--- src/rtl/event_flag_group_with_waiters_top_macros.svh ---
// Assertion macros for the event flag group engine.
`ifndef EVENT_FLAG_GROUP_WITH_WAITERS_TOP_MACROS_SVH
`define EVENT_FLAG_GROUP_WITH_WAITERS_TOP_MACROS_SVH

// Implication checked on every clock edge outside reset.
`define EFG_ASSERT_IMP(lbl, ante, cons, msg) \
  lbl: assert property (@(posedge clk) disable iff (!rst_n) (ante) |-> (cons)) \
    else $error(msg);

// Implication whose consequent is checked in the cycle after the antecedent.
`define EFG_ASSERT_NXT(lbl, ante, cons, msg) \
  lbl: assert property (@(posedge clk) disable iff (!rst_n) (ante) |=> (cons)) \
    else $error(msg);

`endif

--- src/rtl/efg_pkg.sv ---
package efg_pkg;
  localparam int FlagWidth = 32;
  localparam int MaxWaiters = 8;
  localparam int TaskIdWidth = 8;
  localparam int SlotWidth = $clog2(MaxWaiters);
  localparam int CountWidth = $clog2(MaxWaiters + 1);
  localparam int ResultWidth = 32;

  typedef enum logic [2:0] {
    MODE_SET = 3'd0,
    MODE_CLEAR = 3'd1,
    MODE_WAIT = 3'd2,
    MODE_READ = 3'd3,
    MODE_WITHDRAW = 3'd4
  } mode_t;

  localparam logic [1:0] KIND_REPLY = 2'd0;
  localparam logic [1:0] KIND_RELEASED = 2'd1;
  localparam logic [1:0] KIND_WITHDRAWN = 2'd2;

  localparam logic [2:0] ST_DONE = 3'd0;
  localparam logic [2:0] ST_SATISFIED = 3'd1;
  localparam logic [2:0] ST_UNMATCHED = 3'd2;
  localparam logic [2:0] ST_QUEUED = 3'd3;
  localparam logic [2:0] ST_FULL = 3'd4;
  localparam logic [2:0] ST_NOT_FOUND = 3'd5;
  localparam logic [2:0] ST_ZERO_MASK = 3'd6;

  // Classified request handed from the front end to the engine.
  typedef struct packed {
    logic [2:0] mode;
    logic [FlagWidth-1:0] bits;
    logic [TaskIdWidth-1:0] task_id;
    logic all;
    logic coe;
    logic block;
  } req_t;

  typedef struct packed {
    logic [1:0] kind;
    logic [ResultWidth-1:0] bits;
    logic [TaskIdWidth-1:0] task_ref;
    logic [2:0] status;
    logic last;
  } rsp_t;

  function automatic logic bits_match(input logic [FlagWidth-1:0] word,
                                      input logic [FlagWidth-1:0] mask,
                                      input logic all);
    logic r;
    if (mask == '0) r = 1'b0;
    else if (all) r = ((word & mask) == mask);
    else r = ((word & mask) != '0);
    return r;
  endfunction
endpackage

--- src/rtl/efg_front.sv ---
// Input side: two-entry queue of requests, with mode normalization on entry.
module efg_front (
  input  logic clk,
  input  logic rst_n,
  input  logic in_push,
  output logic in_full,
  input  efg_pkg::req_t in_req,
  output logic req_valid,
  output efg_pkg::req_t req,
  input  logic req_take
);
  efg_pkg::req_t q_r [2];
  logic [1:0] cnt_r;
  logic [1:0] cnt_nxt;
  logic rd_r;
  logic wr_en;
  efg_pkg::req_t norm;

  always_comb begin
    norm = in_req;
    // Unused mode codes behave as a read.
    if (in_req.mode > 3'(efg_pkg::MODE_WITHDRAW)) norm.mode = 3'(efg_pkg::MODE_READ);
  end

  assign in_full = (cnt_r == 2'd2);
  assign wr_en = in_push && !in_full;
  assign req_valid = (cnt_r != 2'd0);
  assign req = q_r[rd_r];
  assign cnt_nxt = cnt_r + 2'(wr_en) - 2'(req_take && req_valid);

  always_ff @(posedge clk) begin
    if (!rst_n) begin
      cnt_r <= 2'd0;
      rd_r <= 1'b0;
    end else begin
      cnt_r <= cnt_nxt;
      if (req_take && req_valid) rd_r <= !rd_r;
    end
    if (wr_en) q_r[rd_r ^ (cnt_r != 2'd0) ? 1'b1 : 1'b0] <= norm;
  end
endmodule

--- src/rtl/efg_engine.sv ---
// Back end: carries out one request at a time; a set walks the arrival list.
module efg_engine (
  input  logic clk,
  input  logic rst_n,
  input  logic req_valid,
  input  efg_pkg::req_t req,
  output logic req_take,
  output logic out_empty,
  input  logic out_pop,
  output efg_pkg::rsp_t rsp
);
  typedef enum logic [1:0] {S_IDLE, S_SCAN, S_FIN, S_OUT} state_t;
  localparam int SW = efg_pkg::SlotWidth;
  localparam int CW = efg_pkg::CountWidth;
  localparam int FW = efg_pkg::FlagWidth;

  typedef struct packed {
    logic [FW-1:0] mask;
    logic [efg_pkg::TaskIdWidth-1:0] id;
    logic all;
    logic coe;
  } entry_t;

  state_t state_r;
  logic [FW-1:0] flag_r;
  logic [efg_pkg::MaxWaiters-1:0] valid_r;
  entry_t tab_r [efg_pkg::MaxWaiters];
  logic [SW-1:0] ord_r [efg_pkg::MaxWaiters];
  logic [CW-1:0] cnt_r;
  logic [CW-1:0] idx_r;
  logic [CW-1:0] kept_r;
  logic [FW-1:0] post_r;
  logic [FW-1:0] clr_r;
  efg_pkg::req_t cur_r;
  efg_pkg::rsp_t rsp_r;
  logic have_r;

  logic [SW-1:0] free_slot;
  logic free_ok;
  logic [SW-1:0] scan_slot;
  logic scan_hit;
  logic [SW-1:0] wd_pos;
  logic wd_ok;

  always_comb begin
    free_slot = '0;
    free_ok = 1'b0;
    for (int i = efg_pkg::MaxWaiters - 1; i >= 0; i--) begin
      if (!valid_r[i]) begin
        free_slot = SW'(i);
        free_ok = 1'b1;
      end
    end
    wd_pos = '0;
    wd_ok = 1'b0;
    for (int i = efg_pkg::MaxWaiters - 1; i >= 0; i--) begin
      if (CW'(i) < cnt_r && valid_r[ord_r[i]] && tab_r[ord_r[i]].id == req.task_id) begin
        wd_pos = SW'(i);
        wd_ok = 1'b1;
      end
    end
  end

  assign scan_slot = ord_r[idx_r[SW-1:0]];
  assign scan_hit = valid_r[scan_slot] &&
                    efg_pkg::bits_match(post_r, tab_r[scan_slot].mask, tab_r[scan_slot].all);
  // A new request is taken only once the result register is free or being emptied.
  assign req_take = (state_r == S_IDLE) && req_valid && (!have_r || out_pop);
  assign out_empty = !have_r;
  assign rsp = rsp_r;

  always_ff @(posedge clk) begin
    if (!rst_n) begin
      state_r <= S_IDLE;
      flag_r <= '0;
      valid_r <= '0;
      cnt_r <= '0;
      have_r <= 1'b0;
    end else begin
      if (have_r && out_pop) have_r <= 1'b0;
      unique case (state_r)
        S_IDLE: begin
          if (req_take) begin
            cur_r <= req;
            rsp_r.kind <= efg_pkg::KIND_REPLY;
            rsp_r.task_ref <= req.task_id;
            rsp_r.last <= 1'b1;
            rsp_r.status <= efg_pkg::ST_DONE;
            rsp_r.bits <= '0;
            state_r <= S_OUT;
            unique case (req.mode)
              3'(efg_pkg::MODE_SET): begin
                flag_r <= flag_r | req.bits;
                post_r <= flag_r | req.bits;
                clr_r <= '0;
                idx_r <= '0;
                kept_r <= '0;
                state_r <= S_SCAN;
              end
              3'(efg_pkg::MODE_CLEAR): begin
                flag_r <= flag_r & ~req.bits;
                rsp_r.bits <= flag_r & ~req.bits;
              end
              3'(efg_pkg::MODE_WAIT): begin
                if (req.bits == '0) begin
                  rsp_r.status <= efg_pkg::ST_ZERO_MASK;
                end else if (efg_pkg::bits_match(flag_r, req.bits, req.all)) begin
                  rsp_r.status <= efg_pkg::ST_SATISFIED;
                  rsp_r.bits <= flag_r;
                  if (req.coe) flag_r <= flag_r & ~req.bits;
                end else if (!req.block) begin
                  rsp_r.status <= efg_pkg::ST_UNMATCHED;
                end else if (!free_ok ||
                             cnt_r >= CW'(efg_pkg::MaxWaiters)) begin
                  rsp_r.status <= efg_pkg::ST_FULL;
                end else begin
                  valid_r[free_slot] <= 1'b1;
                  tab_r[free_slot] <= '{req.bits, req.task_id, req.all, req.coe};
                  ord_r[cnt_r[SW-1:0]] <= free_slot;
                  cnt_r <= cnt_r + 1'b1;
                  rsp_r.status <= efg_pkg::ST_QUEUED;
                end
              end
              3'(efg_pkg::MODE_WITHDRAW): begin
                if (wd_ok) begin
                  valid_r[ord_r[wd_pos]] <= 1'b0;
                  for (int j = 0; j < efg_pkg::MaxWaiters - 1; j++) begin
                    if (SW'(j) >= wd_pos) ord_r[j] <= ord_r[j+1];
                  end
                  cnt_r <= cnt_r - 1'b1;
                  rsp_r.kind <= efg_pkg::KIND_WITHDRAWN;
                end else begin
                  rsp_r.status <= efg_pkg::ST_NOT_FOUND;
                end
              end
              default: rsp_r.bits <= flag_r;
            endcase
          end
        end
        S_SCAN: begin
          // One arrival-order position per cycle; a release waits for space.
          if (idx_r >= cnt_r) begin
            cnt_r <= kept_r;
            state_r <= S_FIN;
          end else if (scan_hit) begin
            if (!have_r || out_pop) begin
              have_r <= 1'b1;
              rsp_r <= '{efg_pkg::KIND_RELEASED, post_r, tab_r[scan_slot].id,
                         efg_pkg::ST_SATISFIED, 1'b0};
              valid_r[scan_slot] <= 1'b0;
              if (tab_r[scan_slot].coe) clr_r <= clr_r | tab_r[scan_slot].mask;
              idx_r <= idx_r + 1'b1;
            end
          end else begin
            ord_r[kept_r[SW-1:0]] <= scan_slot;
            kept_r <= kept_r + 1'b1;
            idx_r <= idx_r + 1'b1;
          end
        end
        S_FIN: begin
          if (!have_r || out_pop) begin
            flag_r <= flag_r & ~clr_r;
            have_r <= 1'b1;
            rsp_r <= '{efg_pkg::KIND_REPLY, flag_r & ~clr_r, cur_r.task_id,
                       efg_pkg::ST_DONE, 1'b1};
            state_r <= S_IDLE;
          end
        end
        S_OUT: begin
          if (!have_r || out_pop) begin
            have_r <= 1'b1;
            state_r <= S_IDLE;
          end
        end
        default: state_r <= S_IDLE;
      endcase
    end
  end

`include "event_flag_group_with_waiters_top_macros.svh"
  `EFG_ASSERT_IMP(a_cnt_range, 1'b1, cnt_r <= CW'(efg_pkg::MaxWaiters), "waiter count overflow")
  `EFG_ASSERT_IMP(a_take_idle, req_take, state_r == S_IDLE, "request taken while busy")
  `EFG_ASSERT_NXT(a_hold, have_r && !out_pop, have_r && $stable(rsp_r), "result lost")
  `EFG_ASSERT_IMP(a_valid_cnt, state_r == S_IDLE, $countones(valid_r) == 32'(cnt_r),
                  "valid bits disagree with count")
endmodule

--- src/rtl/event_flag_group_with_waiters_top.sv ---
// Channel   Ports                       Handshake
// input     in_mode .. in_may_block     accepted on in_push && !in_full
// result    out_kind .. out_last        accepted on out_pop && !out_empty
// A request waits in a two-entry queue, then the engine runs it: clear, read,
// wait and withdraw pass through the output state, and a set scans the
// queued waiters in arrival order and then finishes.
// Reset (rst_n low, synchronous) clears the flag word and the waiter table.
// A result that is not popped stalls the engine; the input queue still fills.
module event_flag_group_with_waiters_top (
  input  logic clk,
  input  logic rst_n,
  input  logic in_push,
  output logic in_full,
  input  logic [2:0] in_mode,
  input  logic [31:0] in_event_bits,
  input  logic [7:0] in_task_id,
  input  logic in_wait_all,
  input  logic in_clear_on_exit,
  input  logic in_may_block,
  output logic out_empty,
  input  logic out_pop,
  output logic [1:0] out_kind,
  output logic [31:0] out_result_bits,
  output logic [7:0] out_task_ref,
  output logic [2:0] out_status,
  output logic out_last
);
  efg_pkg::req_t in_req;
  efg_pkg::req_t req;
  efg_pkg::rsp_t rsp;
  logic req_valid;
  logic req_take;

  assign in_req = '{in_mode, in_event_bits, in_task_id, in_wait_all,
                    in_clear_on_exit, in_may_block};

  efg_front u_front (
    .clk(clk), .rst_n(rst_n), .in_push(in_push), .in_full(in_full),
    .in_req(in_req), .req_valid(req_valid), .req(req), .req_take(req_take)
  );

  efg_engine u_engine (
    .clk(clk), .rst_n(rst_n), .req_valid(req_valid), .req(req),
    .req_take(req_take), .out_empty(out_empty), .out_pop(out_pop), .rsp(rsp)
  );

  assign out_kind = rsp.kind;
  assign out_result_bits = rsp.bits;
  assign out_task_ref = rsp.task_ref;
  assign out_status = rsp.status;
  assign out_last = rsp.last;
endmodule

--- config.mk ---
export PLATFORM = sky130hd
export DESIGN_NAME = event_flag_group_with_waiters_top
export DESIGN_NICKNAME = d
export VERILOG_FILES = /design/src/rtl/efg_pkg.sv /design/src/rtl/efg_front.sv /design/src/rtl/efg_engine.sv /design/src/rtl/event_flag_group_with_waiters_top.sv
export VERILOG_INCLUDE_DIRS = /design/src /design/src/rtl
export SDC_FILE = /design/constraint.sdc
export NUM_CORES = 1
export LEC_CHECK = 0
export BUFFER_PORTS_ARGS = -buffer_cell sky130_fd_sc_hd__buf_2
export CAP_MARGIN = 25
export CORE_UTILIZATION = 25
export DETAILED_ROUTE_END_ITERATION = 10
export HOLD_SLACK_MARGIN = 0.15
export SYNTH_ARGS = -nofsm -noshare
export SYNTH_HDL_FRONTEND = slang
export SYNTH_HIERARCHICAL = 1
export SYNTH_SLANG_ARGS = --single-unit
--- constraint.sdc ---
create_clock -name clk -period 11.1 [get_ports clk]
set_clock_uncertainty 0.15 [all_clocks]
set_input_delay 1.11 -clock clk [delete_from_list [all_inputs] [get_ports clk]]
set_output_delay 1.11 -clock clk [all_outputs]
set_load 0.005 [all_outputs]
# After elaboration in Yosys (flattened, before gate mapping)
# Memories as Yosys holds them, arrays and structs flattened. A register that Yosys moved wholly into a read port is not among the register bits.
# Index checks and enable logic that the tools add are counted.
# W data, S select, Z words.
[op_classes]
n_lt_le_gt_ge = 32
n_eq_ne = 37
n_addsub = 6
bitwise_logic = 14
mux = 210
reduce_logical = 55
[ops]
columns = ["op", "n"]
rows = [
  ["$mux W32", 13],
  ["$mux W46", 5],
  ["$pmux W32 S3", 2],
  ["$pmux W46 S3", 1],
  ["$and A32 B32 Y32", 4],
  ["$pmux W32 S2", 2],
  ["$mux W1", 110],
  ["$mux W3", 27],
  ["$mux W8", 9],
  ["$eq A32 B32 Y1", 2],
  ["$eq A8 B8 Y1", 8],
  ["$logic_not A32 Y1", 2],
  ["$not A32 Y32", 2],
  ["$or A32 B32 Y32", 2],
  ["$reduce_bool A32 Y1", 2],
  ["$mux W4", 14],
  ["$lt A3 B4 Y1 const B", 11],
  ["$pmux W4 S2", 4],
  ["$pmux W8 S2", 2],
  ["$bmux W1 S3", 9],
  ["$logic_and A1 B1 Y1", 25],
  ["$ne A3 B3 Y1 const B", 6],
  ["$and A8 B8 Y8", 2],
  ["$lt A3 B4 Y1 const A", 4],
  ["other kinds (45)", 86],
]
[word_totals]
ram_bits = 452
output_inout_bits = 48
mem_count = 3
elab_cells = 374
in_bits = 50
register_bits = 176
[memory_table]
columns = ["name", "depth", "word_bits", "read_ports", "rd_ports_with_merged_regs", "wr", "line_no", "source"]
rows = [
  ["u_engine.tab_r", 8, 42, 9, 0, 1, "efg_engine.sv:27", "entry_t tab_r [efg_pkg::MaxWaiters];"],
  ["u_front.q_r", 2, 46, 1, 1, 1, "efg_front.sv:12", "efg_pkg::req_t q_r [2];"],
  ["u_engine.ord_r", 8, 3, 10, 1, 7, "efg_engine.sv:28", "logic [SW-1:0] ord_r [efg_pkg::MaxWaiters];"],
]

# Depth between registers and ports, before layout
# Gate-level depths: netlist of the first run.
[logic_depth]
ltp_word = 23
ltp_mapped = 19
ltp_nobuf = 13

# Modules after synthesis
# The synthesis of the first run kept the hierarchy.
[modules_own_cells]
columns = ["module", "area_each_um2", "cells_each", "seq_area_each_um2", "n_inst"]
rows = [
  ["efg_engine", 30057.6, 2488, 15595.0, 1],
  ["efg_front", 3749.8, 170, 2842.7, 1],
]

# Worst setup path before layout of the first run
# OpenSTA, ideal clock, no wires.
[synth_timing]
path_kind = "register to register"
startpoint = "register (tool-made name)"
endpoint = "memory u_engine/tab_r[3][0] (netlist name), enable pin"
n_path_buf = 2
setup_time_ns = 0.502
t_arrival_ns = 6.074
path_slack_ns = 4.374
synth_period_minus_slack_ns = 6.726
required_ns = 10.448
path_stages_with_launch = 12
cell_sequence = "dfxtp_1 buf_6 buf_6 mux2_4 a22o_1 a221oi_1 nand4_1 o31ai_1 nand2_1 nor4_1 nand2_1 nor3b_1"
[synth_rtl]
columns = ["element", "line_no"]
rows = [
  ["end, declared", "efg_engine.sv:27"],
]

==> results of run 1 <==
per-stage QoR:
stage	cells	hold WS [ns]
4_1_cts	4526	0.3906
3_3_place_gp	4398	0.3620
2_1_floorplan	2658	0.3438
5_1_grt	4528	0.4418
3_5_place_dp	4398	0.3732
6_report	4528	0.3919
final cells by class:
cell class | count | area [um^2]
Clock buffer | 79 | 1785
Clock inverter | 49 | 514.2
Fill cell | 13592 | 95240
Inverter | 101 | 379.1
Multi-Input combinational cell | 1752 | 14340
Sequential cell | 632 | 18440
Tap cell | 1768 | 2212
Timing Repair Buffer | 147 | 878.3
cell families after synthesis:
logic type,synth area share
AND/OR/NAND/NOR,0.09504
flip-flops,0.5454
AO/OA/AOI/OAI,0.1137
multiplexers,0.1881
buffers and inverters,0.03464
XOR/XNOR,0.01725
adder cells (fa/ha/maj),0.005921
power by group through the flow:
| stage | Sequential [mW] | Combinational, mW | Clock, mW |
|---|---|---|---|
| after floorplan | 3.21 | 1.70 | 0 |
| after detailed placement | 3.30 | 2.65 | 0 |
| after global routing | 3.27 | 2.86 | 2.47 |
| after CTS | 3.25 | 2.66 | 2.38 |
| after global placement | 3.29 | 2.63 | 0 |
| final | 3.25 | 2.69 | 2.33 |
flip-flops by register name, indices dropped and copies added, names as in the netlist, 2 cells and up, named ones only:
signal / count
u_engine/clr_r: 32
u_engine/rsp: 46
u_engine/ord_r: 24
u_engine/kept_r: 4
u_front/cnt_r: 2
u_engine/post_r: 32
u_front/q_r: 92
u_engine/cnt_r: 4
u_engine/valid_r: 8
u_engine/tab_r: 336
u_engine/idx_r: 4
u_engine/cur_r: 8
u_engine/state_r: 2
per-layer routing:
layer | up-vias | global-route usage
li1 | 10504 | -
met1 | 12310 | 0.2128
met2 | 1385 | 0.2635
met3 | 248 | 0.02515
met4 | 0 | 0.05380
met5 | - | 0
worst paths after layout:
path / startpoint / depth (start not counted) / endpoint / slack, ns
max: u_engine/ord_r[3][2] / 14 / u_engine/rsp[30] / 4.33
min reg2reg: u_front/rd_r / 2 / flop / 0.39
min: u_front/rd_r / 2 / flop / 0.39
max reg2reg: u_engine/ord_r[3][2] / 14 / u_engine/rsp[30] / 4.33
layout by cell type, fill, tap and decap left out, types with 19 or more instances in the layout:
cell type,Yosys,routed
edfxtp_1,578,578
nand2_1,268,268
mux2i_1,208,208
o21ai_0,147,146
nor2_1,146,142
mux4_2,132,130
buf_2,30,98
inv_1,98,97
a21oi_1,89,87
clkbuf_16,0,70
o22ai_1,59,58
dfxtp_1,54,53
buf_4,10,48
mux2_2,40,40
mux2_4,40,40
nor3_1,40,38
or2_2,34,34
xor2_1,33,33
o221ai_1,33,33
nand3_1,31,31
xnor2_1,31,31
nor4_1,29,28
a32oi_1,27,27
nand4_1,24,24
a32o_1,21,21
a22oi_1,19,19
worst register-to-register path, cell delays in order (launching register included):
cell	delay [ns]
edfxtp_1	0.94
mux2_1	0.24
mux4_2	0.60
buf_4	0.54
nand2_1	0.58
o221a_2	0.50
o21ai_0	0.44
o221ai_1	0.25
nor4_1	0.32
a41o_1	0.26
o2111ai_4	0.24
nor2_1	0.24
nand2_1	0.12
a21oi_4	0.42
buf_4	0.53
==> results.md, run 1 <==
- Sw power: 3.038 mW
- PD cells: 214.5 nW/um^2
- Hold Vio Cnt, Final: 0
- Met1 wire length: 45,500 um
- Failing checks: design-rule violations
- Fin area: 38,550 um^2
- Pint: 5.232 mW
- WL met2: 53,300 um
- Worst Tran Pin Value: 1.047 ns
- Largest net degree at the start of global routing: 70
- Post-Syn Nets: 2,724
- CTS Hold Bufs: 0
- Synth Register Bits: 632
- Max-slew headroom: 0.2995
- H-tree levels: 3
- Synth Instances: 2,658
- Crit path launch type: flop
- DR pass1 iterations: 11
- Antenna cells: 0
- Initial antenna violation count: 17
- Post-route ant nets: 0
- Min-delay worst type: reg -> reg
- Total CTS buffers: 69
- Clk sink count: 632
- FMAX: 147.7 MHz
- Die extent in x: 369.7 um
- Core area: 133,800 um^2
- CTS clk-pin slew, worst paths: 0.06 ns
- Seq/Total Area, Yosys: 0.5454
- Crit. End Element: flop
- Peak VDD IR: 0.1666 mV
- Synth-to-layout area growth: 14.04%
- DR iter-0 viols: 3,017
- DR WL/cell: 24.80 um
- Worst path cell trace: mux2_1 -> mux4_2 -> buf_4 -> nand2_1 -> o221a_2 -> o21ai_0 -> o221ai_1 -> nor4_1 -> a41o_1 -> o2111ai_4 -> nor2_1 -> nand2_1 -> a21oi_4 -> buf_4
- IO Port Bufs: 97
- Status: finished with violations
- Critical setup path kind: reg -> reg
- Vias in the first global route: 23,173
- Max-slew violations: 0
- Top-area cell type share of the netlist area: 0.5134
- Crit path largest cell delay: 0.94 ns
- Final Cycle Share: 0.6100
- Ports: 98
- DIE HEIGHT: 369.7 um
- First-pass GRT wire length: 162,800 um
- Initial core utilization: 0.2527
- MaxCap Viol Count: 0
- Top delay family on crit path: compound AO/OA/AOI/OAI gates
- Clk network pwr share: 0.282
- DP Wirelength: 74,910 um
- Post-synth EDFFs: 578
- CTS resizes: 0
- Total gr overflow: 0
- Routed vias: 24,447
- DP Area: 36,220 um^2
- Drt drc: 1
- Worst Slack Setup Final: 4.329 ns
- Comb pwr share: 0.325
- Total design power: 8.271 mW
- Synth area leader: edfxtp_1
- Synth cell types: 90
- RSZ-0062 raised after global routing: no
- Final core utilization: 0.2882
- Cell area after synthesis: 33,810 um^2
- Drt total wl: 112,300 um
- Prevailing post-synth register cell: edfxtp_1
- Row count: 134
- Postcts setup bufs: 0
- Root Driver: clkbuf_16
- Wire length on met3: 9315 um
- Clk Latency, worst-skew pair: 0.64 ns
- Sw Ratio: 0.3674
- Synth async-reset ratio: 0
- Placement Setup Slack: 4.227 ns
- Synth top area cells: edfxtp_1, mux4_2, mux2i_1, dfxtp_1, nand2_1
- GRT Total Usage: 0.1599
- CP Max Fanout: 38
- Synthesis Warnings: 6
- Leakage: 12.96 nW
- Final #Nets: 2,769
- WP data required: 11.21 ns
- Via-to-Cell Ratio: 5.399
- Synth Area per Inst: 12.72 um^2
- Seq pwr share: 0.392
- Crit-path slowest cell: edfxtp_1
- Top cells by count, synth: edfxtp_1, nand2_1, mux2i_1
- Die area: 136,700 um^2
- Most common cell in the synthesized netlist: edfxtp_1
- Worst Path Arrival: 6.88 ns
- Final Wtd Congestion: 0.9374
- Top Layer Used: met4
- TNS Setup: 0 ns
- Clock buffer depth: 3
- Fin crit period: 6.771 ns
- Layout cells sized above 1: 0.2014
- CTS tree: done
- Crit path buf inv count: 2
- Final setup viols: 0
No activity file was read; power rests on OpenSTA's default activity.
==> inputs of run 2 (changes only) <==
==> constraint.sdc (replaced) <==
create_clock -name clk -period 6.8 [get_ports clk]
set_clock_uncertainty 0.15 [all_clocks]
set_input_delay 0.68 -clock clk [delete_from_list [all_inputs] [get_ports clk]]
set_output_delay 0.68 -clock clk [all_outputs]
set_load 0.005 [all_outputs]
==> results.md, run 2 (synthesis gave the netlist of run 1 again) <==
- Status: finished with violations
- Failing checks: design-rule violations
- Ports: 98
- Worst Slack Setup Final: 0.5931 ns
- Die area: 136,700 um^2
- Largest net degree at the start of global routing: 74
- Final core utilization: 0.2948
- Drt total wl: 115,900 um
- Most flop-heavy register: u_engine/tab_r
- Drt drc: 4
- Critical setup path kind: reg -> reg
- Clk sink count: 632
- TNS Setup: 0 ns
- Sw power: 5.053 mW
- Comb pwr share: 0.326
- Initial antenna violation count: 7
- IO Port Bufs: 97
- Seq pwr share: 0.380
- Die extent in x: 369.7 um
- Hold Vio Cnt, Final: 0
- Crit-path slowest cell: o311ai_0
- Worst path cell trace: buf_4 -> mux2_2 -> mux4_4 -> nor2_1 -> a32oi_1 -> and2_1 -> or4_1 -> nor4_1 -> nand4_1 -> o2111ai_4 -> nand4_4 -> o311ai_0
- DR WL/cell: 25.15 um
- Pint: 8.886 mW
- Post-route ant nets: 0
- DP Wirelength: 76,780 um
- FMAX: 161.1 MHz
- Stages on the worst setup path: 12
- Crit path largest cell delay: 0.79 ns
- Most common cell after layout, fill and taps aside: edfxtp_1
- Row count: 134
- Top delay family on crit path: simple AND/OR/NAND/NOR gates
- Crit path launch type: flop
- GRT Total Usage: 0.1654
- Total gr overflow: 0
- Fillers: 13,625
- Root Driver: clkbuf_16
- DR pass1 iterations: 8
- Register Area: 18,440 um^2
- CTS tree: done
- Max reg flops: 336
- Fin crit period: 6.207 ns
- Postcts setup bufs: 0
- Via-to-Cell Ratio: 5.424
- Hold WS: 0.2234 ns
- Clk Latency, worst-skew pair: 0.64 ns
- Placement Setup Slack: 0.7279 ns
- First-pass GRT wire length: 168,800 um
- Leakage: 13.40 nW
- Final #Nets: 2,844
- Worst Tran Pin Value: 1.111 ns
- Min-delay worst type: in -> reg
- Hold Path Stages: 2
- RSZ-0062 raised after global routing: no
- Final setup viols: 0
- Total CTS buffers: 71
- Synth-to-layout area growth: 16.67%
- Final Cycle Share: 0.9128
- Peak VDD IR: 0.2303 mV
- CP Max Fanout: 19
- R2R depth: 12
- Worst Path Arrival: 6.29 ns
- Most frequent cells in the layout: edfxtp_1, nand2_1, mux2i_1
- Area of the multi-input gates: 14,340 um^2
- Crit path buf inv count: 1
- CTS resizes: 0
- Clk network pwr share: 0.294
- Clock buffer depth: 3
- Sw Ratio: 0.3625
- PD cells: 353.4 nW/um^2
- Max-slew headroom: 0.2532
- Vias in the first global route: 24,120
- Initial core utilization: 0.2527
- CTS clk-pin slew, worst paths: 0.06 ns
- Core area: 133,800 um^2
- Layout cells sized above 1: 0.2084
- Routed vias: 24,989
- Max-slew violations: 0
- Final Wtd Congestion: 0.9642
- MaxCap Viol Count: 0
- DR iter-0 viols: 3,202
- H-tree levels: 3
- WP data required: 6.89 ns
- Crit. End Element: flop
- DIE HEIGHT: 369.7 um
## run 2: worst register-to-register path, cell delays in order (launching register included)
cell and delay, ns:
dfxtp_1 0.76, buf_4 0.28, mux2_2 0.34, mux4_4 0.77
nor2_1 0.53, a32oi_1 0.24, and2_1 0.25, or4_1 0.50
nor4_1 0.23, nand4_1 0.21, o2111ai_4 0.44, nand4_4 0.36
o311ai_0 0.79
## run 2: layout make-up
type,count,area share
Clock buffer,89,0.04863
Sequential cell,632,0.4675
Tap cell,1768,0.05608
Antenna cell,3,0.0001903
Multi-Input combinational cell,1752,0.3634
Inverter,101,0.009612
Clock inverter,42,0.01427
Timing Repair Buffer,220,0.04022
## run 2: power groups by stage
stage	registers (mW)	clock network (mW)	logic, mW
final	5.30	4.09	4.54
after global routing	5.34	4.31	4.83
after CTS	5.30	4.16	4.48
after detailed placement	5.38	0	4.44
after global placement	5.37	0	4.40
after floorplan	5.24	0	2.78
## run 2: what timing repair did
| action | in CTS | in global routing |
|---|---|---|
| setup endpoints to repair | 0 | 0 |
| hold buffers | 43 | 0 |
| endpoints found under the hold margin | 86 | 0 |
## run 2: path summary, 6_finish.rpt
kind	endpoint	startpoint	slack (ns)
max	u_engine/ord_r[2][1]	flop	0.59
min	u_front/q_r[0][43]	in_mode[0]	0.22
max reg2reg	u_engine/ord_r[2][1]	flop	0.59
min reg2reg	u_engine/state_r[0]	u_engine/state_r[0]	0.40
## run 2: layer usage
| layer | track usage | wire length, um | up-vias |
|---|---|---|---|
| li1 | - | - | 10656 |
| met4 | 0.05793 | 4274 | 2 |
| met3 | 0.03046 | 10620 | 259 |
| met5 | 0 | 17 | - |
| met1 | 0.2169 | 45510 | 12593 |
| met2 | 0.2721 | 55440 | 1479 |
## run 2: through the flow
stage / instance area, um^2 / power [mW] / cells
finish: 39440 / 13.94 / 4607
global route: 39440 / 14.48 / 4604
CTS: 39410 / 13.94 / 4603
detailed placement: 36500 / 9.818 / 4429
global placement: 36500 / 9.769 / 4429
floorplan: 33810 / 8.022 / 2658
